==> config.mk <==
export PLATFORM = sky130hd
export DESIGN_NAME = life_cell_row
export DESIGN_NICKNAME = d
export VERILOG_FILES = /design/src/hw/rtl/life_pkg.sv /design/src/hw/rtl/life_cell.sv /design/src/hw/rtl/life_cell_row.sv
export SDC_FILE = /design/constraint.sdc
export NUM_CORES = 1
export LEC_CHECK = 0
export ABC_AREA = 1
export BUFFER_PORTS_ARGS = -buffer_cell sky130_fd_sc_hd__buf_4
export CAP_MARGIN = 25
export CORE_MARGIN = 8
export CORE_UTILIZATION = 40
export CTS_CLUSTER_SIZE = 20
export DETAILED_ROUTE_END_ITERATION = 10
export GPL_TIMING_DRIVEN = 0
export PLACE_DENSITY = 0.64
export SLEW_MARGIN = 0
export SYNTH_ARGS = -nofsm -noshare
export SYNTH_HDL_FRONTEND = slang
export SYNTH_SLANG_ARGS = --single-unit
==> constraint.sdc <==
create_clock -name clk -period 9.4 [get_ports clk]
set_input_delay 1.88 -clock clk [delete_from_list [all_inputs] [get_ports clk]]
set_output_delay 1.88 -clock clk [all_outputs]
set_load 0.03 [all_outputs]
==> src/hw/rtl/life_pkg.sv <==
package life_pkg;

  // Grid geometry. The sizes derived below come from these two; item field widths are fixed.
  localparam int GRID_ROWS = 64;
  localparam int GRID_COLS = 128;

  // A grid column is stored as one word that covers all pages of that column.
  localparam int PAGES  = (GRID_ROWS + 7) / 8;
  localparam int WORD_W = PAGES * 8;
  localparam int COL_W  = (GRID_COLS > 1) ? $clog2(GRID_COLS) : 1;
  localparam int STEP_W = $clog2(GRID_COLS + 3);

  // B3/S23 neighbor counts.
  localparam logic [3:0] BIRTH_COUNT   = 4'd3;
  localparam logic [3:0] SURVIVE_COUNT = 4'd2;

  // Command codes, echoed back as the result kind.
  localparam logic [1:0] CMD_WRITE = 2'd0;
  localparam logic [1:0] CMD_READ  = 2'd1;
  localparam logic [1:0] CMD_STEP  = 2'd2;
  localparam logic [1:0] CMD_NONE  = 2'd3;

  typedef struct packed {
    logic [1:0] cmd;
    logic [2:0] page;
    logic [6:0] column;
    logic [7:0] write_data;
  } life_in_t;

  typedef struct packed {
    logic [1:0] result_kind;
    logic [7:0] read_data;
  } life_out_t;

  // Controls shared by every cell of the row.
  typedef struct packed {
    logic clear;
    logic shift;
  } life_ctl_t;

endpackage

==> src/hw/rtl/life_cell.sv <==
module life_cell import life_pkg::*; (
  input  logic       clk,
  input  life_ctl_t  ctl,
  input  logic       active,
  input  logic       bit_in,
  input  logic [2:0] above,
  input  logic [2:0] below,
  output logic [2:0] window,
  output logic       bit_next
);

  // window[2] is the left column, window[1] the center, window[0] the right.
  logic [2:0] win;
  logic [3:0] count;

  always_ff @(posedge clk) begin
    if (ctl.clear) begin
      win <= '0;
    end else if (ctl.shift) begin
      win <= {win[1:0], bit_in};
    end
  end

  assign count = 4'(above[0]) + 4'(above[1]) + 4'(above[2])
               + 4'(below[0]) + 4'(below[1]) + 4'(below[2])
               + 4'(win[2]) + 4'(win[0]);

  // Rows past the grid keep their stored bit.
  assign bit_next = active ? ((count == BIRTH_COUNT) || (win[1] && count == SURVIVE_COUNT))
                           : win[1];
  assign window   = win;

endmodule

==> src/hw/rtl/life_cell_row.sv <==
module life_cell_row import life_pkg::*; (
  input  logic              clk,
  input  life_ctl_t         ctl,
  input  logic [WORD_W-1:0] col_in,
  output logic [WORD_W-1:0] col_next
);

  logic [2:0] win [WORD_W];

  for (genvar r = 0; r < WORD_W; r++) begin : g_row
    localparam bit ACTIVE = (r < GRID_ROWS);
    logic [2:0] above;
    logic [2:0] below;

    // Cells off the top or bottom edge of the grid count as dead.
    if (r > 0 && r - 1 < GRID_ROWS) begin : g_above
      assign above = win[r-1];
    end else begin : g_no_above
      assign above = '0;
    end

    if (r + 1 < GRID_ROWS) begin : g_below
      assign below = win[r+1];
    end else begin : g_no_below
      assign below = '0;
    end

    life_cell u_cell (
      .clk      (clk),
      .ctl      (ctl),
      .active   (ACTIVE),
      .bit_in   (col_in[r]),
      .above    (above),
      .below    (below),
      .window   (win[r]),
      .bit_next (col_next[r])
    );
  end

endmodule

# After elaboration in Yosys (flattened, before gate mapping)

Index checks and enable logic that the tools add are counted.

$add $sub $neg: 440
Equality and inequality tests: 128
Reductions and logical operators: 128

Operator list:

| operator                                                        | number |
|---|---|
| 4-bit by 1-bit adder with 4-bit output                          | 377 |
| 4-bit by 2-bit == test with 1-bit output, second input constant | 128 |
| 1-bit by 1-bit adder with 2-bit output                          | 63 |
| 1-bit logical AND                                               | 64 |
| 1-bit logical OR                                                | 64 |

Register bits: 192
Input port bits: 67
Output and inout port bits: 64
Logic and storage cells: 760

# Logic depth before layout (Yosys ltp)

Depth after elaboration: 10
Gate-level depth with buffers: 14
Gate-level depth less buffers: 13

# Hierarchy

From an unflattened synthesis, not the netlist that was laid out.

Cells, all modules: 2370
Area, all modules: 20186.9 µm²

By module, submodules not included:

| module        | instances | cells an instance | area an instance (µm²) | seq. area each (µm²) |
|---|---|---|---|---|
| life_cell     | 64        | 37                | 315.3                  | 60.1 |
| life_cell_row | 1         | 2                 | 7.5                    | 0.0 |

# Least setup slack after synthesis

Ideal clock, no wire load.

Path type: register -> output
From: register g_row[1].u_cell.win[0]
To: output col_next[2]
Data arrival time: 3.050 ns
Data required time: 7.520 ns
Path slack: 4.470 ns
Cell stages (with the launch flop): 13
Path buffers: 1
Path through: dfxtp_1 -> inv_1 -> fa_1 -> fa_1 -> fa_1 -> inv_1 -> ha_1 -> fa_1 -> inv_1 -> nor2_1 -> nand3_1 -> nor2_1 -> buf_4

Word-level cells in the longest chain between the ends: 10
Elaborated cells on any way between the ends: 11
Classes of those cells: add/sub (7); eq/ne (2); reduce/logical (2)

RTL lines:

| element                                                 | line               | RTL |
|---|---|---|
| from (decl)                                             | life_cell.sv:13    | `logic [2:0] win;` |
| from (signal assigned)                                  | life_cell.sv:20    | `win <= {win[1:0], bit_in};` |
| 1-bit by 1-bit adder with 2-bit output (*)              | life_cell.sv:24    | `assign count = 4'(above[0]) + 4'(above[1]) + 4'(above[2])` |
| 4-bit by 1-bit adder with 4-bit output (*)              | life_cell.sv:24    |  |
| 4-bit by 1-bit adder with 4-bit output (*) (3 in a row) | life_cell.sv:25    | `+ 4'(below[0]) + 4'(below[1]) + 4'(below[2])` |
| 4-bit by 1-bit adder with 4-bit output (*) (2 in a row) | life_cell.sv:26    | `+ 4'(win[2]) + 4'(win[0]);` |
| 4-bit by 2-bit == test with 1-bit output                | life_cell.sv:29    | `assign bit_next = active ? ((count == BIRTH_COUNT) \|\| (win[1] && count == SURVIVE_COUNT))` |
| 1-bit logical AND                                       | life_cell.sv:29    |  |
| 1-bit logical OR (*)                                    | life_cell.sv:29    |  |
| to (decl)                                               | life_cell_row.sv:5 | `output logic [WORD_W-1:0] col_next` |

Mark *: on every way between the ends. The rest lies on a longest branch, timed or not.

# Worst setup path after layout

Ends and elaborated chain as after synthesis.

==> flow_summary.yaml <==
run_status:
  status: "completed"
finish:
  fin_nets: 3113
  instances_no_fill: 3236
  layout-drive-gt1-share_pct: 13.7
  final_cell_mix: "inv_1 (681), nand2_1 (504), fa_1 (253)"
  seqCellArea_um2: 3840
  multi_input_area_um2: 12200
  final_common_cell: "inv_1"
  area_growth_pct: 12.2
  largest_reg_flops: 192
  n_fill_cell: 4678
sta:
  whs_ns: 0.491
  clock_skew_ns: 0.00940
  post-route-period-util_pct: 61.5
  period_minus_slack_ns: 5.78
  fmax_ghz: 0.173
  rsz0062_at_grt: "no"
  finalSetupTns_ns: 0
  slew_viol_final: 0
  slew_headroom_pct: 51.1
  setup_violations: 0
  setup_ws_ns: 3.62
  hold_viol: 0
  worst_slew_pin_slew_ns: 0.734
worst_hold_path:
  hold_class: "flop to flop"
placement:
  dp_slack_ns: 4.09
  post-dp-hpwl_mm: 33.7
  place_congestion: 0.802
  placed_cells: 3204
  io_buffer_count: 128
clocking:
  cts_setup_buffers: 0
  numClockSinks: 192
  cts-resized-gates: 0
  clkSlewWorstSetupHoldPaths_ns: 0.07
  postCtsHoldBufs: 0
  clockRootBuffer: "clkbuf_16"
  htreeDepth: 4
  clk_latency_ns: 0.49
  cts-buffers-inserted: 17
  cts_tree: "done"
  cts_buffer_depth: 2
synth:
  syn-num-nets: 2966
  synth_area_um2: 19500
  syn_inst: 2454
  synth_area_per_cell_um2: 7.93
  ys_warn_count: 0
  ys_seq_area_share_pct: 19.8
  ys_ff_latch: 192
  netlist-cell-type-count: 19
power_and_ir_drop:
  worst_ir_drop_vdd_uv: 134
  p_leak_uw: 0.0112
  power_density_nw_per_um2: 127
  total_power_uw: 2770
grt:
  overflow: 0
  grt_usage_pct: 15.5
  antenna_found_initial: 2
  grt_max_degree: 17
  grt_pass1_vias: 15400
  grt_pass1_wl_mm: 71.8
flow_run:
  drv_cap: 0
drt:
  drtIter0Drc: 557
  vias_per_cell: 4.50
  routed_wl_mm: 41.5
  wl_per_cell_um: 12.8
  vias: 14600
  firstDrtPassIters: 4
  drc_errors: 0
  antenna_left: 0
worst_setup_path:
  r2r_slack_ns: 8.56
  r2r_end: "g_row[5].u_cell.window[1]"
  cp.arrival_ns: 3.90
  path_class: "flop to primary output"
  start_kind: "flop"
  crit_path_end: "col_next[2]"
  rr_startpoint: "g_row[5].u_cell.window[0]"
  cp-startpoint: "g_row[1].u_cell.window[0]"
  end_kind: "primary output"
  required_ns: 7.52
  crit_fanout: 4
  reg2reg_depth: 2
floorplan:
  chipHeight_um: 237
  ios: 131
  core-area_um2: 48400
  dieArea_um2: 56000
  std_cell_rows: 81
  die_w_um: 237
  initial_utilization_pct: 40.2
layout make-up:
type | instances | share of cell area, %
Multi-Input combinational cell | 1453 | 55.7
Sequential cell | 192 | 17.6
Inverter | 682 | 11.7
Timing Repair Buffer | 128 | 4.40
Buffer | 127 | 4.06
Tap cell | 622 | 3.57
Clock buffer | 18 | 2.01
Clock inverter | 13 | 0.854
Antenna cell | 1 | 0.0115
worst min-delay path by stage:
stage / start / endpoint / depth (start not counted)
4_1_cts: g_row[45].u_cell.window[1] / g_row[45].u_cell.window[1] / 2
3_3_place_gp: g_row[45].u_cell.window[1] / g_row[45].u_cell.window[1] / 2
3_5_place_dp: g_row[45].u_cell.window[1] / g_row[45].u_cell.window[1] / 2
5_1_grt: g_row[51].u_cell.window[2] / g_row[51].u_cell.window[2] / 2
6_report: g_row[45].u_cell.window[1] / g_row[45].u_cell.window[1] / 2
2_1_floorplan: g_row[63].u_cell.window[1] / g_row[63].u_cell.window[1] / 2
worst max-delay path: stages, from the launching register on:
cell and delay, ns:
dfxtp_1 0.44, inv_1 0.12, fa_1 0.60, fa_1 0.44
fa_1 0.49, inv_1 0.04, ha_1 0.20, fa_1 0.48
inv_1 0.04, nor2_1 0.09, nand3_1 0.09, nor2_1 0.11
buf_4 0.13, buf_4 0.15
kinds of logic after synthesis:
| group | Yosys count | share of synthesized area, % |
|---|---|---|
| AND/OR/NAND/NOR | 794 | 15.9 |
| flip-flops | 192 | 19.8 |
| AO/OA/AOI/OAI | 214 | 8.28 |
| adder cells (fa/ha/maj) | 445 | 38.4 |
| buffers and inverters | 809 | 17.7 |
cell usage after synthesis (all sizes together):
cell type	instances	share of area (%)
nand2	504	9.7
fa	253	26
clkbuf	10	0.19
a211oi	66	4.2
nand3	44	1.1
nand3b	1	0.039
a21boi	18	0.69
ha	192	12
nor2	227	4.4
inv	682	13
o21ai	2	0.051
buf	117	4.4
or2	18	0.58
a21oi	128	3.3
dfxtp	192	20
routing by layer:
metal / GRT usage, % / vias to the layer above / wire (um)
li1: - / 7410 / -
met1: 18.7 / 6902 / 18500
met2: 26.7 / 173 / 20500
met3: 3.48 / 65 / 1300
met4: 5.94 / 4 / 1160
met5: 0 / - / 27
power breakdown:
group          internal [uW]  switching [uW]  total [uW]
clock                    451             359         810
sequential               852            50.0         902
combinational            450             608        1060
through the flow:
step	util (%)	cell area, um2
3_5_place_dp	43.7	21200
5_1_grt	45.0	21800
6_report	45.0	21800
3_3_place_gp	43.7	21200
2_1_floorplan	-	19500
4_1_cts	45.0	21800
(Power assumes the default switching activity.)
